### src/sv/virtual_path_utf8_validator_top_assert.svh
// Assertion macros used by the path validator core.
`ifndef VIRTUAL_PATH_UTF8_VALIDATOR_TOP_ASSERT_SVH
`define VIRTUAL_PATH_UTF8_VALIDATOR_TOP_ASSERT_SVH

// same-cycle implication, sampled on aclk, off during reset
`define VPU8_ASSERT_NOW(label, ante, cons, msg) \
    label: assert property (@(posedge aclk) disable iff (!aresetn) (ante) |-> (cons)) \
        else $error(msg);

// next-cycle implication, sampled on aclk, off during reset
`define VPU8_ASSERT_NEXT(label, ante, cons, msg) \
    label: assert property (@(posedge aclk) disable iff (!aresetn) (ante) |=> (cons)) \
        else $error(msg);

`endif

### src/sv/vpu8_pkg.sv
// Types, constants and helper functions of the virtual path validator.
`timescale 1ns / 1ps
package vpu8_pkg;

    typedef enum logic [2:0] {
        FAULT_OK        = 3'd0,
        FAULT_EMPTY     = 3'd1,
        FAULT_FORBIDDEN = 3'd2,
        FAULT_UTF8      = 3'd3,
        FAULT_SEGMENT   = 3'd4
    } fault_t;

    localparam int FLAG_FORBIDDEN = 0;
    localparam int FLAG_UTF8      = 1;
    localparam int FLAG_SEGMENT   = 2;

    localparam logic [7:0] BYTE_NUL       = 8'h00;
    localparam logic [7:0] BYTE_BACKSLASH = 8'h5c;
    localparam logic [7:0] BYTE_COLON     = 8'h3a;
    localparam logic [7:0] BYTE_SLASH     = 8'h2f;
    localparam logic [7:0] BYTE_DOT       = 8'h2e;

    localparam logic [20:0] CP_MIN_SEQ1 = 21'h00080;
    localparam logic [20:0] CP_MIN_SEQ2 = 21'h00800;
    localparam logic [20:0] CP_MIN_SEQ3 = 21'h10000;
    localparam logic [20:0] CP_SURR_LO  = 21'h0d800;
    localparam logic [20:0] CP_SURR_HI  = 21'h0dfff;
    localparam logic [20:0] CP_MAX      = 21'h10ffff;

    localparam logic [1:0] SEG_LEN_SAT = 2'd3;

    typedef struct packed {
        logic [7:0] path_byte;
        logic       last;
        logic       empty_path;
    } item_t;

    typedef struct packed {
        fault_t fault;
        logic   valid_res;
    } result_t;

    typedef struct packed {
        logic [1:0]  pend;
        logic [1:0]  seq_len;
        logic [20:0] acc;
        logic [1:0]  seg_len;
        logic        seg_dots;
        logic [2:0]  flags;
    } state_t;

    localparam state_t STATE_RESET = '{
        pend:     2'd0,
        seq_len:  2'd0,
        acc:      21'd0,
        seg_len:  2'd0,
        seg_dots: 1'b1,
        flags:    3'd0
    };

    function automatic logic seg_bad(input logic [1:0] len, input logic dots);
        seg_bad = (len == 2'd0) || (dots && (len != SEG_LEN_SAT));
    endfunction

    function automatic logic cp_bad(input logic [1:0] seq_len, input logic [20:0] cp);
        cp_bad = ((seq_len == 2'd1) && (cp < CP_MIN_SEQ1)) ||
                 ((seq_len == 2'd2) && (cp < CP_MIN_SEQ2)) ||
                 ((seq_len == 2'd3) && (cp < CP_MIN_SEQ3)) ||
                 ((cp >= CP_SURR_LO) && (cp <= CP_SURR_HI)) ||
                 (cp > CP_MAX);
    endfunction

endpackage

### src/sv/virtual_path_utf8_validator_top.sv
// m_tvalid rises once the verdict of a final byte is in the result register.
// Throughput: one byte per cycle, set by the per-byte update of the core state.
// A request stalls only while a verdict waits in the result register.
// Reset: synchronous, active-low aresetn empties both registers and clears the
// decoder and segment state; no clearing pass follows.
`timescale 1ns / 1ps
module virtual_path_utf8_validator_top
    import vpu8_pkg::*;
(
    input  logic       aclk,
    input  logic       aresetn,
    input  logic       s_tvalid,
    output logic       s_tready,
    input  logic [7:0] s_tdata,   // [7:0] path_byte
    input  logic       s_tlast,   // last
    input  logic       s_tuser,   // empty_path
    output logic       m_tvalid,
    input  logic       m_tready,
    output logic [7:0] m_tdata    // [0] valid_res, [3:1] fault, [7:4] zero
);

    item_t   in_item;
    item_t   item;
    logic    item_valid;
    logic    item_take;
    logic    res_valid;
    result_t result;
    logic    out_free;
    result_t out_result;

    assign in_item = '{path_byte: s_tdata, last: s_tlast, empty_path: s_tuser};

    vpu8_in_reg u_in_reg (
        .aclk       (aclk),
        .aresetn    (aresetn),
        .in_valid   (s_tvalid),
        .in_ready   (s_tready),
        .in_item    (in_item),
        .item_valid (item_valid),
        .item       (item),
        .item_take  (item_take)
    );

    vpu8_core u_core (
        .aclk      (aclk),
        .aresetn   (aresetn),
        .item      (item),
        .item_take (item_take),
        .res_valid (res_valid),
        .result    (result)
    );

    assign item_take = item_valid && (!res_valid || out_free);

    vpu8_out_reg u_out_reg (
        .aclk        (aclk),
        .aresetn     (aresetn),
        .load        (item_take && res_valid),
        .load_result (result),
        .out_free    (out_free),
        .out_valid   (m_tvalid),
        .out_ready   (m_tready),
        .out_result  (out_result)
    );

    assign m_tdata = {4'd0, out_result.fault, out_result.valid_res};

endmodule

### src/sv/vpu8_in_reg.sv
// Input register: holds one path byte request until the core takes it.
`timescale 1ns / 1ps
module vpu8_in_reg
    import vpu8_pkg::*;
(
    input  logic  aclk,
    input  logic  aresetn,
    input  logic  in_valid,
    output logic  in_ready,
    input  item_t in_item,
    output logic  item_valid,
    output item_t item,
    input  logic  item_take
);

    logic  valid_reg;
    logic  valid_next;
    item_t item_reg;

    assign in_ready   = !valid_reg || item_take;
    assign valid_next = in_ready ? in_valid : valid_reg;

    always_ff @(posedge aclk) begin
        if (!aresetn) begin
            valid_reg <= 1'b0;
        end else begin
            valid_reg <= valid_next;
        end
    end

    always_ff @(posedge aclk) begin
        if (in_ready && in_valid) begin
            item_reg <= in_item;
        end
    end

    assign item_valid = valid_reg;
    assign item       = item_reg;

endmodule

### src/sv/vpu8_core.sv
// Checker core: running UTF-8 and segment state and the per-byte update.
`timescale 1ns / 1ps
module vpu8_core
    import vpu8_pkg::*;
(
    input  logic    aclk,
    input  logic    aresetn,
    input  item_t   item,
    input  logic    item_take,
    output logic    res_valid,
    output result_t result
);

`include "virtual_path_utf8_validator_top_assert.svh"

    state_t state_reg;
    state_t state_next;

    always_comb begin
        state_t     st;
        logic [7:0] b;
        st        = state_reg;
        b         = item.path_byte;
        res_valid = 1'b0;
        result    = '{fault: FAULT_OK, valid_res: 1'b0};
        if (item.empty_path) begin
            st           = STATE_RESET;
            res_valid    = 1'b1;
            result.fault = FAULT_EMPTY;
        end else begin
            if ((b == BYTE_NUL) || (b == BYTE_BACKSLASH) || (b == BYTE_COLON)) begin
                st.flags[FLAG_FORBIDDEN] = 1'b1;
            end
            if (st.pend != 2'd0) begin
                if (b[7:6] != 2'b10) begin
                    st.flags[FLAG_UTF8] = 1'b1;
                    st.pend             = 2'd0;
                end else begin
                    st.acc  = {st.acc[14:0], b[5:0]};
                    st.pend = st.pend - 2'd1;
                    if ((st.pend == 2'd0) && cp_bad(st.seq_len, st.acc)) begin
                        st.flags[FLAG_UTF8] = 1'b1;
                    end
                end
            end else if (b[7]) begin
                priority if (b[7:5] == 3'b110) begin
                    if (b[4:0] == 5'd0) begin
                        st.flags[FLAG_UTF8] = 1'b1;
                    end else begin
                        st.seq_len = 2'd1;
                        st.acc     = {16'd0, b[4:0]};
                        st.pend    = 2'd1;
                    end
                end else if (b[7:4] == 4'b1110) begin
                    st.seq_len = 2'd2;
                    st.acc     = {17'd0, b[3:0]};
                    st.pend    = 2'd2;
                end else if (b[7:3] == 5'b11110) begin
                    st.seq_len = 2'd3;
                    st.acc     = {18'd0, b[2:0]};
                    st.pend    = 2'd3;
                end else begin
                    st.flags[FLAG_UTF8] = 1'b1;
                end
            end
            if (b == BYTE_SLASH) begin
                if (seg_bad(st.seg_len, st.seg_dots)) begin
                    st.flags[FLAG_SEGMENT] = 1'b1;
                end
                st.seg_len  = 2'd0;
                st.seg_dots = 1'b1;
            end else begin
                if (st.seg_len != SEG_LEN_SAT) begin
                    st.seg_len = st.seg_len + 2'd1;
                end
                if (b != BYTE_DOT) begin
                    st.seg_dots = 1'b0;
                end
            end
            if (item.last) begin
                if (st.pend != 2'd0) begin
                    st.flags[FLAG_UTF8] = 1'b1;
                end
                if (seg_bad(st.seg_len, st.seg_dots)) begin
                    st.flags[FLAG_SEGMENT] = 1'b1;
                end
                priority if (st.flags[FLAG_FORBIDDEN]) begin
                    result.fault = FAULT_FORBIDDEN;
                end else if (st.flags[FLAG_UTF8]) begin
                    result.fault = FAULT_UTF8;
                end else if (st.flags[FLAG_SEGMENT]) begin
                    result.fault = FAULT_SEGMENT;
                end else begin
                    result.fault = FAULT_OK;
                end
                result.valid_res = (result.fault == FAULT_OK);
                res_valid        = 1'b1;
                st               = STATE_RESET;
            end
        end
        state_next = st;
    end

    always_ff @(posedge aclk) begin
        if (!aresetn) begin
            state_reg <= STATE_RESET;
        end else if (item_take) begin
            state_reg <= state_next;
        end
    end

    `VPU8_ASSERT_NEXT(a_clear_after_result, item_take && res_valid,
        (state_reg.flags == 3'd0) && (state_reg.pend == 2'd0) && state_reg.seg_dots,
        "state not cleared after a verdict")
    `VPU8_ASSERT_NOW(a_pend_within_seq, state_reg.pend != 2'd0,
        state_reg.pend <= state_reg.seq_len,
        "more continuations pending than the sequence holds")
    `VPU8_ASSERT_NOW(a_empty_seg_all_dots, state_reg.seg_len == 2'd0,
        state_reg.seg_dots, "empty segment not marked all dots")

endmodule

### src/sv/vpu8_out_reg.sv
// Result register: holds one verdict until the downstream side takes it.
`timescale 1ns / 1ps
module vpu8_out_reg
    import vpu8_pkg::*;
(
    input  logic    aclk,
    input  logic    aresetn,
    input  logic    load,
    input  result_t load_result,
    output logic    out_free,
    output logic    out_valid,
    input  logic    out_ready,
    output result_t out_result
);

    logic    valid_reg;
    logic    valid_next;
    result_t result_reg;

    assign out_free   = !valid_reg || out_ready;
    assign valid_next = load || (valid_reg && !out_ready);

    always_ff @(posedge aclk) begin
        if (!aresetn) begin
            valid_reg <= 1'b0;
        end else begin
            valid_reg <= valid_next;
        end
    end

    always_ff @(posedge aclk) begin
        if (load) begin
            result_reg <= load_result;
        end
    end

    assign out_valid  = valid_reg;
    assign out_result = result_reg;

endmodule
### config.mk
export PLATFORM = sky130hd
export DESIGN_NAME = virtual_path_utf8_validator_top
export DESIGN_NICKNAME = d
export VERILOG_FILES = /design/src/sv/vpu8_pkg.sv /design/src/sv/virtual_path_utf8_validator_top.sv /design/src/sv/vpu8_in_reg.sv /design/src/sv/vpu8_core.sv /design/src/sv/vpu8_out_reg.sv
export VERILOG_INCLUDE_DIRS = /design/src /design/src/sv
export SDC_FILE = /design/constraint.sdc
export NUM_CORES = 1
export LEC_CHECK = 0
export BUFFER_PORTS_ARGS = -buffer_cell sky130_fd_sc_hd__buf_2
export CORE_ASPECT_RATIO = 1.5
export CORE_MARGIN = 3
export CORE_UTILIZATION = 56
export CTS_CLUSTER_DIAMETER = 40
export DETAILED_ROUTE_END_ITERATION = 16
export PLACE_DENSITY_LB_ADDON = 0.25
export SYNTH_ARGS = -nofsm -noshare
export SYNTH_HDL_FRONTEND = slang
export SYNTH_SLANG_ARGS = --single-unit
### constraint.sdc
create_clock -name aclk -period 2.7 [get_ports aclk]
set_input_delay 0.27 -clock aclk [delete_from_list [all_inputs] [get_ports aclk]]
set_output_delay 0.27 -clock aclk [all_outputs]
set_load 0.02 [all_outputs]
### After elaboration in Yosys (flattened, before gate mapping)

Index checks and enable logic that the tools add are counted.
W data, S select, Z words.

* $add $sub $neg: 2
* multipliers: 0
* divide/modulo/power cells: 0
* $lt $le $gt $ge: 6
* equal/unequal tests: 17
* shifts and indexed selects: 0
* multiplexer cells: 43
* bitwise logic cells: 1
* reductions and logical operators: 42

Operators by type and width (count)
* $mux W25: 5
* $mux W31: 2
* $mux W21: 2
* $ge A21 B16 Y1 const B: 1
* $gt A21 B21 Y1 const B: 1
* $le A21 B16 Y1 const B: 1
* $lt A21 B12 Y1 const B: 1
* $lt A21 B17 Y1 const B: 1
* $lt A21 B8 Y1 const B: 1
* $mux W1: 21
* $mux W3: 7
* $eq A8 B6 Y1 const B: 2
* $logic_or A1 B1 Y1: 12
* $mux W2: 6
* $logic_and A1 B1 Y1: 11
* $reduce_and A5 Y1: 2
* $eq A8 B7 Y1 const B: 1
* $logic_not A8 Y1: 1
* $ne A4 B4 Y1 const B: 2
* $ne A8 B6 Y1 const B: 1
* $logic_not A2 Y1: 3
* $ne A2 B2 Y1 const B: 3
* $reduce_bool A6 Y1: 1
* $eq A5 B5 Y1 const B: 1
* other kinds (17): 22

* flip-flop bits (word level): 41
* latch bits: 0
* memory bits (writable): 0
* bits in read-only memories: 0
* output and inout bits: 10
* logic and storage cells: 125
* memories: 0

### Depth between registers and ports, before layout

* word-level depth: 19
* depth in mapped cells: 9
* gate-level depth less buffers: 7

### Cells and area by module

From an unflattened synthesis, not the netlist that was laid out.

* cell total of the unflattened synthesis: 222
* area total of the unflattened synthesis: 2093.3 um^2

Modules (own cells, without submodules)
* vpu8_core: instances 1, cells an instance 191, area an instance 1514.0 um^2, seq. area each 500.5 um^2
* vpu8_in_reg: instances 1, cells an instance 15, area an instance 357.8 um^2, seq. area each 320.3 um^2
* vpu8_out_reg: instances 1, cells an instance 8, area an instance 168.9 um^2, seq. area each 140.1 um^2
* virtual_path_utf8_validator_top: instances 1, cells an instance 8, area an instance 52.6 um^2, seq. area each 0.0 um^2

### Least setup slack after synthesis

No wires, ideal clock.

* path kind: register -> register
* start point: reg u_core.state_reg[29] (netlist bit)
* end point: reg u_core.state_reg[11] (netlist bit)
* data arrival time: 1.962 ns
* data required time: 2.628 ns
* setup slack: 0.666 ns
* stages on the path, launching flop included: 10
* path through: dfxtp_1 -> inv_1 -> ha_1 -> buf_2 -> inv_1 -> a2111oi_2 -> nor2_1 -> a21oi_2 -> buf_4 -> mux2i_1

* word-level cells in the longest chain between the ends: 4

RTL lines
* start: declaration: RTL line vpu8_core.sv:16 `state_t state_reg;`
* start signal: assignment: RTL line vpu8_core.sv:108 `state_reg <= state_next;`
* $reduce_bool A2 Y1 *: RTL line vpu8_core.sv:34 `if (st.pend != 2'd0) begin`
* branches (longest 3 deep; another with $ne A5 B4 Y1)

Every way passes the cells marked *.
A chain may end at the register's enable or synchronous reset.

### Worst setup path after layout

* start point: reg u_core.state_reg[29] (netlist bit)
* end point: reg u_core.state_reg[9] (netlist bit)

The elaborated chain is that of the path after synthesis.

==> summary.txt <==
reg-to-reg startpoint - u_core.state_reg[29]
H-tree depth - 2
critical setup path kind - flop to flop
Pre-Repair DR Iteration Count - 4
Worst R2R Setup Slack - 0.52 ns
Slew Limit Fails - 0
number of synthesized flops with an enable pin - 14
Final Cycle Share - 0.806
wire per inst - 14.8 um
RSZ-0062 raised after global routing - no
Clock Skews - 0.00873 ns
Final Setup Violations - 0
flops & latches, synth - 41
remaining antenna violation count - 0
vias in the first global route - 1605
fraction of layout cells with a size suffix above 1 - 0.163
fmax - 0.460 GHz
Post-Synthesis Cells - 226
Post-Route WL - 4.27 mm
Ports - 24
Final Hold Fails - 0
fin worst setup slack - 0.524 ns
Worst Path Arrival - 2.39 ns
clock slew seen by the registers of the worst setup and hold paths - 0.08 ns
crit path max fanout - 15
worst rel slew slack - 0.557
worst vdd ir - 0.000406 V
share of flip-flops with an asynchronous set or reset - 0
status - finished clean
hold buffers post-CTS - 0
clock tree buffer depth - 2
GPL Wtd Cong - 0.862
Fillers - 297
Hold Path Class - primary input to flop
Via-to-Cell Ratio - 5.88
initial antenna violation count - 0
P per Cell Area - 515 nW/um2
Synth cell types - 54
Post-CTS Setup Inserts - 0
post-synthesis cell area - 2070 um2
Die Y - 80.5 um
Clock Sinks - 41
Finished Layout Cells - 288
Ys Warns - 0
area of the multi-input gates - 1010 um2
CTS tree - done
fin util - 0.652
clock latency on the worst-skew pair - 0.29 ns
DRT iter0 DRCs - 75
Synth area leader - dfxtp_1
hold path start - s_tlast
minimum clock period - 2.18 ns
Final nets - 261
average size of a mapped cell - 9.17 um2
post_cts resized - 0
Worst R2R Path Depth - 8
top cells by count, synth - nand2_1 (44), dfxtp_1 (27), nor2_1 (20), mux2i_1 (17), edfxtp_1 (14)
Synth area leaders - dfxtp_1 (26%), edfxtp_1 (20%), mux2i_1 (8.2%), nand2_1 (8.0%), nor2_1 (3.6%)
total track usage - 0.203
Starting Density - 0.596
Pleak - 0.836 nW
largest net degree at the start of global routing - 22
Fin Setup TNS - 0 ns
Max Cap Viol - 0
first-pass GRT wire length - 7.18 mm
RR Endpoint - u_core.state_reg[9]
dpl ws - 0.554 ns
die width - 55.7 um
worst endpoint required time - 2.92 ns
HPWL Detailed - 3.17 mm
CTS buffer count - 5
register area - 961 um2
Core ar. - 3480 um2
Startpoint Class - flop
Crit. End Element - flop
max FFs per register - 25
Ant. Diodes - 0
# DRC - 0
hold endpoint - u_in_reg.item[1]
Synth Flop Type - dfxtp_1
Design Power - 1.17 mW
input/output buffers - 19
Layout area overhead - 9.41%
Synth top area share - 0.261
dpl cells - 280
die area - 4480 um2
hold path cells - 1
GRT overflow - 0
Vias - 1692
sequential fraction of the synthesis area - 0.463
most common cell in the netlist - nand2_1
actual slew at the worst max-slew pin - 0.662 ns
Root Driver - clkbuf_8
standard-cell rows - 26
-- worst max path at each step --
| stage | from | endpoint | slack (ns) |
|---|---|---|---|
| after floorplan | u_core.state_reg[29] | u_core.state_reg[11] | 0.67 |
| after global placement | u_in_reg.item[2] | u_out_reg.out_result[2] | 0.54 |
| after detailed placement | u_in_reg.item[2] | u_out_reg.out_result[2] | 0.55 |
| after CTS | u_in_reg.item[2] | u_out_reg.out_result[2] | 0.55 |
| after global routing | u_core.state_reg[30] | u_core.state_reg[14] | 0.40 |
| final | u_core.state_reg[29] | u_core.state_reg[9] | 0.52 |
-- area by class of cell --
cell class | instances | area share
Clock buffer | 7 | 0.0336
Clock inverter | 1 | 0.00331
Inverter | 10 | 0.0165
Multi-Input combinational cell | 164 | 0.445
Sequential cell | 41 | 0.424
Tap cell | 42 | 0.0232
Timing Repair Buffer | 23 | 0.0552
-- routing by layer --
metal | up-vias | share of wire | global-route usage
met5 | - | 0 | 0
met4 | 0 | 0.030 | 0.0949
met3 | 11 | 0.042 | 0.0418
met2 | 53 | 0.53 | 0.382
met1 | 784 | 0.39 | 0.214
li1 | 844 | - | -
-- placed cells by master (no fill, tap or decap), types with 2 or more instances in the layout --
cell,synthesis,routed
o22ai_1,2,2
edfxtp_1,14,14
buf_2,4,19
a32oi_1,2,2
nor4_1,2,2
clkbuf_1,4,2
nor2_1,20,20
nand2b_1,3,3
clkbuf_8,0,5
inv_1,9,9
nand2_1,44,44
o21ai_0,5,5
a31oi_1,3,3
nand3_1,3,3
nor2b_1,3,3
ha_1,2,2
buf_4,5,4
a211oi_1,2,2
and2_1,2,2
and3_1,3,3
nor3_1,4,4
a21oi_1,12,12
mux2i_1,17,17
dfxtp_1,27,27
conb_1,1,4
nand4_1,3,3
or3b_2,2,2
-- power breakdown --
| part | total [mW] | internal [mW] | switching [mW] |
|---|---|---|---|
| clock | 0.382 | 0.183 | 0.199 |
| combinational | 0.109 | 0.0429 | 0.0661 |
| sequential | 0.678 | 0.655 | 0.0228 |
| total | 1.17 | 0.881 | 0.288 |
-- metrics by stage --
stage / hold WS (ns) / instance area (um2)
after floorplan: 0.369 / 2080
after global routing: 0.143 / 2270
after detailed placement: 0.448 / 2180
after CTS: 0.142 / 2270
after global placement: 0.444 / 2180
final: 0.149 / 2270
-- cell families after synthesis --
| logic type | count (synthesis) | share of synthesized area |
|---|---|---|
| compound gates | 41 | 0.140 |
| fa+ha+maj | 3 | 0.0169 |
| buf+inv | 24 | 0.0555 |
| flops | 41 | 0.463 |
| mux | 17 | 0.0821 |
| other cells | 1 | 0.00181 |
| simple gates | 99 | 0.240 |
-- critical path, stage by stage (launching register included) --
cell       delay [ns]
dfxtp_1          0.36
inv_1            0.08
ha_1             0.30
inv_1            0.18
a2111oi_2        0.43
nor2_1           0.11
a21oi_2          0.15
buf_4            0.27
mux2i_1          0.22
No activity file was read; power rests on OpenSTA's default activity.
